<file path="config.mk">
export PLATFORM = sky130hd
export DESIGN_NAME = group_segment_order_check
export DESIGN_NICKNAME = d
export VERILOG_FILES = /design/src/rtl/core/gsoc_pkg.sv /design/src/rtl/core/group_segment_order_check.sv /design/src/rtl/core/gsoc_front.sv /design/src/rtl/core/gsoc_queue.sv /design/src/rtl/core/gsoc_back.sv
export SDC_FILE = /design/constraint.sdc
export NUM_CORES = 2
export LEC_CHECK = 0
export BUFFER_PORTS_ARGS = -buffer_cell sky130_fd_sc_hd__buf_2
export CAP_MARGIN = 20
export CORE_AREA = 10 10 393 586
export DETAILED_ROUTE_END_ITERATION = 8
export DIE_AREA = 0 0 403 596
export PLACE_DENSITY_LB_ADDON = 0.12
export SLEW_MARGIN = 5
export SYNTH_ARGS = -nofsm -noshare
export SYNTH_HDL_FRONTEND = slang
export SYNTH_SLANG_ARGS = --single-unit
export TNS_END_PERCENT = 5
</file>
<file path="constraint.sdc">
create_clock -name clk_i -period 12.85 [get_ports clk_i]
set_clock_uncertainty 0.15 [all_clocks]
set_input_delay 1.285 -clock clk_i [delete_from_list [all_inputs] [get_ports clk_i]]
set_output_delay 1.285 -clock clk_i [all_outputs]
set_load 0.01 [all_outputs]
</file>
<file path="src/rtl/core/gsoc_pkg.sv">
// ----------------------------------------------------------------------------
// gsoc_pkg
// Shared types and constants of the group segment order checker.
// ----------------------------------------------------------------------------
package gsoc_pkg;

  localparam int NumGroups  = 256;
  localparam int SlotW      = $clog2(NumGroups);
  localparam int GroupW     = 8;
  localparam int PrioW      = 16;
  localparam int QueueDepth = 2;
  localparam int QueuePtrW  = $clog2(QueueDepth);
  localparam int QueueCntW  = $clog2(QueueDepth + 1);
  localparam int EpochW     = 8;

  localparam logic [EpochW-1:0] EpochFirst = EpochW'(1);
  localparam logic [EpochW-1:0] EpochLast  = '1;

  typedef enum logic [1:0] {
    ActStart = 2'd0,
    ActBody  = 2'd1,
    ActTail  = 2'd2
  } action_e;

  typedef struct packed {
    action_e             action;
    logic [GroupW-1:0]   group_id;
    logic [PrioW-1:0]    priority_req;
    logic                is_default;
  } queue_item_t;

  typedef struct packed {
    logic failed;
    logic start_fire;
    logic tail_fire;
  } back_status_t;

  function automatic logic [SlotW-1:0] slot_of(logic [GroupW-1:0] g);
    return SlotW'(g % NumGroups);
  endfunction

endpackage

</file>
<file path="src/rtl/core/group_segment_order_check.sv">
// ----------------------------------------------------------------------------
// group_segment_order_check
// Checks a route segment against group visiting order and gives one verdict
// per tail location.
// ----------------------------------------------------------------------------
//   Channel  Signals                                             Direction
//   in       in_valid_i/in_ready_o, action_i, group_id_i,        input
//            priority_req_i, is_default_i
//   out      out_valid_o/out_ready_i, feasible_o                 output
//
// One transaction per cycle is taken while the visited table is not being
// cleared and no verdict is stalled; a tail verdict passes through the
// two-entry queue, the registered read of the visited table and the check
// stage with its output register.
// After reset the visited table is cleared in a pass over its 256 entries
// before the first transaction is checked; the same pass follows every 255th
// start transaction, when the epoch counter wraps.
// A stalled verdict holds the check stage; the queue then fills and
// in_ready_o drops when it holds two entries.
// ----------------------------------------------------------------------------
module group_segment_order_check import gsoc_pkg::*; (
  input  logic               clk_i,
  input  logic               rst_ni,
  input  logic               in_valid_i,
  output logic               in_ready_o,
  input  logic [1:0]         action_i,
  input  logic [GroupW-1:0]  group_id_i,
  input  logic [PrioW-1:0]   priority_req_i,
  input  logic               is_default_i,
  output logic               out_valid_o,
  input  logic               out_ready_i,
  output logic               feasible_o
);

  logic                  push;
  logic                  q_full;
  logic                  q_valid;
  logic                  pop;
  logic [QueueCntW-1:0]  q_count;
  queue_item_t           push_item;
  queue_item_t           head_item;
  back_status_t          status;

  gsoc_front u_front (
    .in_valid_i     (in_valid_i),
    .action_i       (action_i),
    .group_id_i     (group_id_i),
    .priority_req_i (priority_req_i),
    .is_default_i   (is_default_i),
    .q_full_i       (q_full),
    .in_ready_o     (in_ready_o),
    .push_o         (push),
    .item_o         (push_item)
  );

  gsoc_queue u_queue (
    .clk_i   (clk_i),
    .rst_ni  (rst_ni),
    .push_i  (push),
    .item_i  (push_item),
    .pop_i   (pop),
    .full_o  (q_full),
    .valid_o (q_valid),
    .item_o  (head_item),
    .count_o (q_count)
  );

  gsoc_back u_back (
    .clk_i       (clk_i),
    .rst_ni      (rst_ni),
    .q_valid_i   (q_valid),
    .q_item_i    (head_item),
    .pop_o       (pop),
    .out_ready_i (out_ready_i),
    .out_valid_o (out_valid_o),
    .feasible_o  (feasible_o),
    .status_o    (status)
  );

  assert property (@(posedge clk_i) disable iff (!rst_ni)
    push |-> (action_i == ActStart || action_i == ActBody || action_i == ActTail))
    else $error("unused action code entered the queue");

  assert property (@(posedge clk_i) disable iff (!rst_ni)
    status.start_fire |=> !status.failed)
    else $error("start transaction did not clear the check state");

  assert property (@(posedge clk_i) disable iff (!rst_ni)
    $rose(out_valid_o) |-> $past(status.tail_fire))
    else $error("verdict raised without a tail transaction");

  assert property (@(posedge clk_i) disable iff (!rst_ni)
    (q_count == QueueCntW'(QueueDepth)) |-> !in_ready_o)
    else $error("input accepted while the queue is full");

endmodule

</file>
<file path="src/rtl/core/gsoc_front.sv">
// ----------------------------------------------------------------------------
// gsoc_front
// Accepts input transactions, decodes the action and drops unused codes.
// ----------------------------------------------------------------------------
module gsoc_front import gsoc_pkg::*; (
  input  logic                in_valid_i,
  input  logic [1:0]          action_i,
  input  logic [GroupW-1:0]   group_id_i,
  input  logic [PrioW-1:0]    priority_req_i,
  input  logic                is_default_i,
  input  logic                q_full_i,
  output logic                in_ready_o,
  output logic                push_o,
  output queue_item_t         item_o
);

  logic known;

  always_comb begin
    case (action_i)
      ActStart: known = 1'b1;
      ActBody:  known = 1'b1;
      ActTail:  known = 1'b1;
      default:  known = 1'b0;
    endcase
  end

  assign in_ready_o          = !q_full_i;
  assign push_o              = in_valid_i && !q_full_i && known;
  assign item_o.action       = action_e'(action_i);
  assign item_o.group_id     = group_id_i;
  assign item_o.priority_req = priority_req_i;
  assign item_o.is_default   = is_default_i;

endmodule

</file>
<file path="src/rtl/core/gsoc_queue.sv">
// ----------------------------------------------------------------------------
// gsoc_queue
// Short queue between the front and the back.
// ----------------------------------------------------------------------------
module gsoc_queue import gsoc_pkg::*; (
  input  logic                  clk_i,
  input  logic                  rst_ni,
  input  logic                  push_i,
  input  queue_item_t           item_i,
  input  logic                  pop_i,
  output logic                  full_o,
  output logic                  valid_o,
  output queue_item_t           item_o,
  output logic [QueueCntW-1:0]  count_o
);

  queue_item_t                 mem_q [QueueDepth];
  logic [QueuePtrW-1:0]        wr_ptr_q, wr_ptr_d;
  logic [QueuePtrW-1:0]        rd_ptr_q, rd_ptr_d;
  logic [QueueCntW-1:0]        count_q, count_d;
  logic                        do_pop;

  assign full_o  = (count_q == QueueCntW'(QueueDepth));
  assign valid_o = (count_q != '0);
  assign item_o  = mem_q[rd_ptr_q];
  assign count_o = count_q;
  assign do_pop  = pop_i && valid_o;

  always_comb begin
    wr_ptr_d = wr_ptr_q;
    rd_ptr_d = rd_ptr_q;
    count_d  = count_q;
    if (push_i) begin
      wr_ptr_d = (wr_ptr_q == QueuePtrW'(QueueDepth - 1)) ? '0 : wr_ptr_q + 1'b1;
    end
    if (do_pop) begin
      rd_ptr_d = (rd_ptr_q == QueuePtrW'(QueueDepth - 1)) ? '0 : rd_ptr_q + 1'b1;
    end
    if (push_i && !do_pop) begin
      count_d = count_q + 1'b1;
    end else if (!push_i && do_pop) begin
      count_d = count_q - 1'b1;
    end
  end

  always_ff @(posedge clk_i or negedge rst_ni) begin
    if (!rst_ni) begin
      wr_ptr_q <= '0;
      rd_ptr_q <= '0;
      count_q  <= '0;
    end else begin
      wr_ptr_q <= wr_ptr_d;
      rd_ptr_q <= rd_ptr_d;
      count_q  <= count_d;
    end
  end

  always_ff @(posedge clk_i) begin
    if (push_i) begin
      mem_q[wr_ptr_q] <= item_i;
    end
  end

endmodule

</file>
<file path="src/rtl/core/gsoc_back.sv">
// ----------------------------------------------------------------------------
// gsoc_back
// Runs the group order checks and holds the verdict for the output channel.
// ----------------------------------------------------------------------------
module gsoc_back import gsoc_pkg::*; (
  input  logic          clk_i,
  input  logic          rst_ni,
  input  logic          q_valid_i,
  input  queue_item_t   q_item_i,
  output logic          pop_o,
  input  logic          out_ready_i,
  output logic          out_valid_o,
  output logic          feasible_o,
  output back_status_t  status_o
);

  // A group counts as visited when its tag equals the current epoch.
  logic [EpochW-1:0]     tag_mem [NumGroups];
  logic [EpochW-1:0]     tag_rd_q;
  queue_item_t           ex_item_q, ex_item_d;
  logic                  ex_valid_q, ex_valid_d;
  logic                  fwd_hit_q, fwd_hit_d;
  logic [EpochW-1:0]     epoch_q, epoch_d;
  logic                  sweep_q, sweep_d;
  logic [SlotW-1:0]      sweep_idx_q, sweep_idx_d;
  logic [GroupW-1:0]     prev_group_q, prev_group_d;
  logic [PrioW-1:0]      prev_prio_q, prev_prio_d;
  logic                  prev_dflt_q, prev_dflt_d;
  logic                  failed_q, failed_d;
  logic                  out_valid_q, out_valid_d;
  logic                  feasible_q, feasible_d;
  logic                  ex_fire;
  logic                  ex_tail;
  logic                  ex_start;
  logic                  wrap_start;
  logic                  hit_visited;
  logic                  same_group;
  logic                  prio_low;
  logic                  mark_en;
  logic [SlotW-1:0]      mark_slot;
  logic [SlotW-1:0]      rd_slot;
  logic                  wr_en;
  logic [SlotW-1:0]      wr_slot;
  logic [EpochW-1:0]     wr_tag;

  assign ex_tail     = (ex_item_q.action == ActTail);
  assign ex_fire     = ex_valid_q && (!ex_tail || !out_valid_q || out_ready_i);
  assign ex_start    = ex_fire && (ex_item_q.action == ActStart);
  assign wrap_start  = ex_start && (epoch_q == EpochLast);
  assign pop_o       = q_valid_i && !sweep_q && !wrap_start && (!ex_valid_q || ex_fire);
  assign rd_slot     = slot_of(q_item_i.group_id);
  assign hit_visited = fwd_hit_q || (tag_rd_q == epoch_q);
  assign same_group  = (prev_group_q == ex_item_q.group_id);
  assign prio_low    = (ex_item_q.priority_req < prev_prio_q);
  assign mark_slot   = slot_of(prev_group_q);
  assign mark_en     = ex_fire && (ex_item_q.action == ActBody) && !prev_dflt_q &&
                       !same_group;
  assign wr_en       = sweep_q || mark_en;
  assign wr_slot     = sweep_q ? sweep_idx_q : mark_slot;
  assign wr_tag      = sweep_q ? '0 : epoch_q;

  always_comb begin
    ex_item_d    = pop_o ? q_item_i : ex_item_q;
    ex_valid_d   = pop_o || (ex_valid_q && !ex_fire);
    fwd_hit_d    = pop_o ? (mark_en && (mark_slot == rd_slot)) : fwd_hit_q;
    epoch_d      = epoch_q;
    sweep_d      = sweep_q;
    sweep_idx_d  = sweep_idx_q;
    prev_group_d = prev_group_q;
    prev_prio_d  = prev_prio_q;
    prev_dflt_d  = prev_dflt_q;
    failed_d     = failed_q;
    feasible_d   = feasible_q;
    out_valid_d  = out_valid_q && !out_ready_i;
    if (sweep_q) begin
      sweep_idx_d = sweep_idx_q + 1'b1;
      if (sweep_idx_q == SlotW'(NumGroups - 1)) begin
        sweep_d     = 1'b0;
        sweep_idx_d = '0;
      end
    end
    if (ex_fire) begin
      case (ex_item_q.action)
        ActStart: begin
          failed_d     = 1'b0;
          prev_group_d = ex_item_q.group_id;
          prev_prio_d  = ex_item_q.priority_req;
          prev_dflt_d  = ex_item_q.is_default;
          if (wrap_start) begin
            epoch_d     = EpochFirst;
            sweep_d     = 1'b1;
            sweep_idx_d = '0;
          end else begin
            epoch_d = epoch_q + 1'b1;
          end
        end
        ActBody: begin
          if (hit_visited) begin
            failed_d = 1'b1;
          end
          if (prev_dflt_q || !same_group) begin
            prev_group_d = ex_item_q.group_id;
            prev_prio_d  = ex_item_q.priority_req;
            prev_dflt_d  = ex_item_q.is_default;
          end else if (prio_low) begin
            failed_d = 1'b1;
          end
        end
        ActTail: begin
          out_valid_d = 1'b1;
          feasible_d  = !(failed_q || hit_visited || (same_group && prio_low));
        end
        default: begin
          out_valid_d = out_valid_q && !out_ready_i;
        end
      endcase
    end
  end

  always_ff @(posedge clk_i or negedge rst_ni) begin
    if (!rst_ni) begin
      ex_item_q    <= '0;
      ex_valid_q   <= 1'b0;
      fwd_hit_q    <= 1'b0;
      epoch_q      <= EpochFirst;
      sweep_q      <= 1'b1;
      sweep_idx_q  <= '0;
      prev_group_q <= '0;
      prev_prio_q  <= '0;
      prev_dflt_q  <= 1'b0;
      failed_q     <= 1'b0;
      out_valid_q  <= 1'b0;
    end else begin
      ex_item_q    <= ex_item_d;
      ex_valid_q   <= ex_valid_d;
      fwd_hit_q    <= fwd_hit_d;
      epoch_q      <= epoch_d;
      sweep_q      <= sweep_d;
      sweep_idx_q  <= sweep_idx_d;
      prev_group_q <= prev_group_d;
      prev_prio_q  <= prev_prio_d;
      prev_dflt_q  <= prev_dflt_d;
      failed_q     <= failed_d;
      out_valid_q  <= out_valid_d;
    end
  end

  always_ff @(posedge clk_i) begin
    if (wr_en) begin
      tag_mem[wr_slot] <= wr_tag;
    end
    if (pop_o) begin
      tag_rd_q <= tag_mem[rd_slot];
    end
  end

  always_ff @(posedge clk_i) begin
    feasible_q <= feasible_d;
  end

  assign out_valid_o         = out_valid_q;
  assign feasible_o          = feasible_q;
  assign status_o.failed     = failed_q;
  assign status_o.start_fire = ex_start;
  assign status_o.tail_fire  = ex_fire && ex_tail;

endmodule
</file>
==> After elaboration in Yosys (flattened, before gate mapping) <==
Memory sizes are Yosys's and may differ from the RTL's. A register that Yosys moved wholly into a read port is not among the register bits.
Cells that the tools add are included.
{ "word_totals": {"regBits": 78, "latchBits": 0, "mem_bits_rw": 2102, "mem_bits_ro": 0, "inputBits": 31, "out_inout_bits": 3, "word_cells": 122, "n_memories": 2} }
{ "op_classes": {"addsub": 6, "multipliers": 0, "div": 0, "n_lt_le_gt_ge": 1, "eq_ne": 11, "shift": 0, "mux": 34, "bitwise": 0, "reduce_logical": 50} }
{ "memory_table": {"columns": ["name", "depth", "width", "rd", "rd_clocked_by_memory_dff", "wr", "line", "source"], "rows": [
  ["u_back.tag_mem", 256, 8, 1, 1, 1, "gsoc_back.sv:18", "logic [EpochW-1:0] tag_mem [NumGroups];"],
  ["u_queue.mem_q", 2, 27, 1, 0, 1, "gsoc_queue.sv:17", "queue_item_t mem_q [QueueDepth];"]
]} }
{ "ops": {"columns": ["operator", "n"], "rows": [
  ["two-way mux 8 bit", 9],
  ["one-hot mux 16 bit (2 select lines)", 1],
  ["== test 8 bit", 3],
  ["logical AND 1 bit", 18],
  ["two-way mux 1 bit", 18],
  ["adder 8 x 1 -> 8 bit (second input constant)", 2],
  ["== test 8 bit (second input constant)", 2],
  ["< comparator 16 bit", 1],
  ["two-way mux 16 bit", 1],
  ["one-hot mux 8 bit (2 select lines)", 1],
  ["logical NOT 1 bit", 13],
  ["logical OR 1 bit", 9],
  ["== test 2 bit (second input constant)", 3],
  ["AND reduction 2 bit", 3],
  ["nonzero test 2 bit", 3],
  ["== test 2 x 1 -> 1 bit (second input constant)", 2],
  ["logical NOT 2 bit", 2],
  ["two-way mux 2 bit", 2],
  ["one-hot mux 1 bit (2 select lines)", 2],
  ["AND reduction 3 bit", 1],
  ["OR reduction 3 bit", 1],
  ["adder 1 bit (second input constant)", 2],
  ["adder 2 x 1 -> 2 bit (second input constant)", 1],
  ["!= test 2 bit (second input constant)", 1],
  ["subtractor 2 x 1 -> 2 bit (second input constant)", 1]
]} }

==> Logic depth before layout (Yosys ltp) <==
{ "depth": {"word_depth": 14, "depth_mapped": 15, "depth_no_buf": 11} }

==> Modules after synthesis <==
Synthesis repeated with hierarchy kept, for this count alone.
{ "hier_totals": {"hier_cells": 4076, "area_unflattened_um2": 85503.3} }
{ "modules_own_cells": {"columns": ["mod", "n_inst", "cells_per_inst", "area_per_inst_um2", "seq_area_each_um2"], "rows": [
  ["gsoc_back", 1, 3946, 83049.7, 63598.5],
  ["gsoc_queue", 1, 100, 2237.1, 1721.7],
  ["gsoc_front", 1, 30, 216.5, 0.0]
]} }

==> Worst setup path before layout <==
OpenSTA, ideal clock, no wires.
{ "synth_path": {"path_kind": "reg-to-reg", "from": "register u_back.sweep_q", "to": "memory u_back.tag_mem[0][0] (data pin)", "setup_ns": 1.454, "t_arrival_ns": 7.358, "required_ns": 11.246, "slack_ns": 3.888, "stages_incl_launch_ff": 6, "n_path_buf": 4, "period_less_slack_ns": 8.962, "path_cell_list": "dfstp_2 -> clkbuf_1 -> clkbuf_1 -> clkbuf_1 -> clkbuf_1 -> nor2b_1"} }
{ "synth_via": {"elab_chain_cells": 1} }
{ "synth_rtl": {"columns": ["item", "line", "source"], "rows": [
  ["start: declaration", "gsoc_back.sv:24", "logic sweep_q, sweep_d;"],
  ["start signal: assignment", "gsoc_back.sv:138", "sweep_q <= sweep_d;"],
  ["two-way mux 8 bit", "gsoc_back.sv:60", "assign wr_tag = sweep_q ? '0 : epoch_q;"],
  ["net u_back.wr_tag[0]", "gsoc_back.sv:44", "logic [EpochW-1:0] wr_tag;"],
  ["end: declaration", "gsoc_back.sv:18", null]
]} }
The timed path passes the listed nets, and every way through them passes these cells.

==> Final worst setup path <==
{ "layout_path": {"from": "register u_queue.rd_ptr_q", "to": "register u_back.tag_rd_q[0] (read register of u_back.tag_mem) (data pin)"} }
{ "layout_via": {"elab_chain_cells": 1} }
{ "layout_rtl": {"columns": ["item", "line", "source"], "rows": [
  ["start: declaration", "gsoc_queue.sv:19", "logic [QueuePtrW-1:0] rd_ptr_q, rd_ptr_d;"],
  ["start signal: assignment", "gsoc_queue.sv:53", "rd_ptr_q <= rd_ptr_d;"],
  ["memory (2 x 27 bit)", null, null],
  ["end: declaration", "gsoc_back.sv:19", "logic [EpochW-1:0] tag_rd_q;"]
]} }
No other way between the ends.
A chain may end at the register's enable or synchronous reset.

==> results.yml <==
outcome:
  status: "finished, final reports clean"
power:
  power.leakage_nw: 32.4
  peakVddDrop_mv: 0.255
  comb_power_share_pct: 30.7
  p_sw_mw: 7.72
  p_int_mw: 13.7
  power_frac_seq_pct: 40.8
  p_clk_share_pct: 28.5
  powerDensity_nw_per_um2: 220
  swShare_pct: 36.0
detailed_routing:
  drtIter0Drc: 4986
  post-route-drc-count: 0
  wl_per_cell_um: 31.0
  vias: 51593
  ant_nets: 0
  vias_per_cell: 5.78
  dr.pass1.iters: 6
  wl_mm: 277
logic_synthesis:
  synth_edf_count: 2111
  synth_cell_types: 65
  synthesis.area_um2: 87600
  synthArstFlopShare_pct: 3.52
  yosys_warnings: 0
  netlist_instances: 5894
  syn_nets: 5943
  seq_area_frac_synth_pct: 74.6
  synthFlopType: "edfxtp_1"
  syn_avg_cell_area_um2: 14.9
  synth_seq_cells: 2188
clock_network:
  hold_buffers: 0
  root_buffer: "clkbuf_16"
  clock_path_buffers: 4
  cts_setup_buffers: 0
  cts_htree_levels: 4
  numCtsBuffers: 213
  cts_tree: "built"
  cts.clk_slew.worst_paths_ns: 0.06
  clock-sinks: 2188
  clk_latency_ns: 0.86
  cts_resized: 0
worst_setup_path:
  cp_max_fo: 78
  rr_endpoint: "u_back.tag_rd_q[0]"
  r2r_setup_slack_ns: 6.95
  crit_type: "reg2reg"
  start_kind: "flop"
  crit_end: "u_back.tag_rd_q[0]"
  worstSetupStartpoint: "u_queue.rd_ptr_q"
  r2r-start: "u_queue.rd_ptr_q"
  required_ns: 13.26
  crit_arrival_ns: 6.31
  worstRegToRegCells: 11
  cp-end-kind: "flop"
cells_and_area:
  syn_to_final_growth_pct: 11.5
  nNetsFinal: 5933
  finish.utilization_pct: 44.4
  regArea_um2: 65300
  drive_gt1_share_pct: 9.81
  fillers: 19567
  multiInputGateArea_um2: 20700
floorplan:
  num_rows: 211
  dieArea_um2: 240000
  io_pins: 34
  die_w_um: 403
  start_util_pct: 39.9
  dieHeight_um: 596
  core_um2: 220000
sta:
  fin_ws_ns: 6.95
  maxSlewHeadroom_pct: 9.93
  setup_viol: 0
  period_share_pct: 45.9
  fmax_mhz: 169
  rsz0062_at_grt: "no"
  finalHoldViolCount: 0
  tightest_slew_ns: 1.35
  whs_ns: 0.179
  finalSetupTns_ns: 0
  finalMaxSlewViolations: 0
  period_needed_ns: 5.90
run:
  cap_violations: 0
global_route:
  grt-ovfl-total: 0
  grt_pass1_wl_mm: 391
  grt_usage_pct: 22.4
  grt_pass1_vias: 51450
  grt_max_degree: 191
  antenna_found_initial: 23
hold_path:
  hp-class: "in2async"
placed_design:
  dp_slack_ns: 6.88
  gp_congestion: 0.826
  dp_hpwl_mm: 163
  io_buffers: 33
## placed cells by master, fill, tap and decap left out, drive strengths merged, types with 7 or more instances in the layout
| cell type | netlist | final |
|---|---|---|
| a2111oi | 9 | 9 |
| a211oi | 21 | 21 |
| a21o | 10 | 10 |
| a21oi | 273 | 273 |
| a311oi | 28 | 28 |
| a31oi | 79 | 79 |
| and3 | 57 | 57 |
| buf | 205 | 158 |
| bufinv | 0 | 16 |
| clkbuf | 178 | 262 |
| clkinv | 0 | 92 |
| clkinvlp | 0 | 7 |
| dfrtp | 75 | 75 |
| diode | 0 | 8 |
| edfxtp | 2111 | 2111 |
| ha | 18 | 18 |
| inv | 30 | 31 |
| mux2 | 14 | 14 |
| mux2i | 433 | 433 |
| mux4 | 81 | 81 |
| nand2 | 1047 | 1047 |
| nand2b | 9 | 9 |
| nand3 | 313 | 313 |
| nand4 | 20 | 20 |
| nor2 | 312 | 312 |
| nor2b | 12 | 12 |
| nor3 | 69 | 69 |
| nor4 | 36 | 36 |
| o211ai | 16 | 16 |
| o21ai | 107 | 107 |
| o221ai | 176 | 176 |
| o22ai | 39 | 39 |
| o31ai | 8 | 8 |
| xnor2 | 25 | 25 |
| xor2 | 12 | 12 |
## worst max-delay path, stage by stage, from the launching register on
cell and delay, ns:
dfrtp_2 0.38, buf_4 0.66, mux2_8 0.72, buf_4 0.67, buf_4 0.65, mux4_2 0.40
a2111oi_1 0.60, nor3_1 0.12, nor3_1 0.56, nor3_1 0.11, o21ai_1 0.34, nand4_1 0.14
## power groups by stage
stage	Combinational, mW	Clock [mW]	Sequential (mW)
2_1_floorplan	3.76	0	9.03
3_3_place_gp	6.57	0	8.90
3_5_place_dp	6.62	0	8.91
4_1_cts	6.64	6.22	8.75
5_1_grt	6.96	6.48	8.77
6_report	6.58	6.11	8.76
## worst min path at each step
stage               cells past startpoint              from  slack [ns]            endpoint
finish                                  1            rst_ni        0.18  u_queue.count_o[0]
global route                            1            rst_ni        0.16  u_queue.count_o[0]
CTS                                     2  u_back.fwd_hit_q        0.35    u_back.fwd_hit_q
detailed placement                      2  u_back.fwd_hit_q        0.33    u_back.fwd_hit_q
global placement                        2  u_back.fwd_hit_q        0.32    u_back.fwd_hit_q
floorplan                               2  u_back.fwd_hit_q        0.29    u_back.fwd_hit_q
## sequential cells by signal (all words and copies together), names as in the netlist
register             count
u_back.tag_mem        2048
u_queue.mem_q           54
u_back.ex_item_q        27
u_back.prev_prio_q      16
u_back.epoch_q           8
u_back.prev_group_q      8
u_back.sweep_idx_q       8
u_back.tag_rd_q          8
u_queue.count_o          2
u_back.ex_valid_q        1
u_back.failed_q          1
u_back.feasible_o        1
u_back.fwd_hit_q         1
u_back.out_valid_o       1
u_back.prev_dflt_q       1
u_back.sweep_q           1
u_queue.rd_ptr_q         1
u_queue.wr_ptr_q         1
## cell families (layout without fill, tap and decap cells)
logic type | count (synthesis) | after routing | share of synthesized area, %
adder cells (fa/ha/maj) | 18 | 18 | 0.257
flip-flops | 2188 | 2188 | 74.6
multiplexers | 528 | 528 | 7.22
buffers and inverters | 413 | 566 | 2.26
AND/OR/NAND/NOR | 1887 | 1887 | 9.07
other | 0 | 8 | 0
AO/OA/AOI/OAI | 823 | 823 | 6.21
XOR/XNOR | 37 | 37 | 0.370
## metal layers
metal	global-route usage, %	share of wire [%]	routed length [µm]
met1	27.4	38	107000
met4	10.2	4.9	13600
met2	39.1	51	141000
met3	3.04	5.8	16100
met5	0	0.0098	27
## cell usage after synthesis, types with 4 or more instances
cell type	number	area share (%)
mux2_2	13	0.17
a21o_1	10	0.086
o21a_1	5	0.043
or4_1	4	0.034
buf_2	108	0.62
buf_6	18	0.23
a211o_1	4	0.040
nor2b_1	12	0.086
dfrtp_1	75	2.1
a31oi_1	79	0.56
ha_1	18	0.26
o21ai_0	105	0.60
nand2b_1	9	0.064
o311ai_0	4	0.040
a311oi_1	26	0.26
nand2_1	1047	4.5
a21oi_1	273	1.6
nand4_1	20	0.14
o22ai_1	39	0.28
o41ai_1	4	0.040
a2111oi_0	7	0.070
nor4_1	36	0.26
inv_1	30	0.13
o2111ai_1	6	0.060
nor2_1	312	1.3
xor2_1	12	0.12
and3_1	57	0.41
clkbuf_1	178	0.76
buf_1	36	0.15
o221ai_1	176	1.8
o211ai_1	16	0.14
a22oi_1	6	0.051
xnor2_1	25	0.25
a211oi_1	21	0.18
o32ai_1	6	0.060
mux2i_1	432	4.9
buf_4	43	0.37
nand3_1	313	1.8
o31ai_1	8	0.069
nor3_1	69	0.39
edfxtp_1	2111	72
mux4_2	81	2.1
## cell type report
| class | count | share of cell area [%] |
|---|---|---|
| Antenna cell | 8 | 0.0205 |
| Clock buffer | 262 | 5.76 |
| Clock inverter | 116 | 0.969 |
| Inverter | 30 | 0.115 |
| Multi-Input combinational cell | 3293 | 21.2 |
| Sequential cell | 2188 | 66.9 |
| Tap cell | 2875 | 3.69 |
| Timing Repair Buffer | 158 | 1.36 |
## per-stage QoR
step	instance area [µm²]	cells	power, mW
floorplan	87600	5894	12.8
global placement	90900	8536	15.5
detailed placement	90900	8541	15.5
CTS	97500	8919	21.6
global route	97600	8927	22.2
finish	97600	8930	21.4
(Power assumes the default switching activity.)
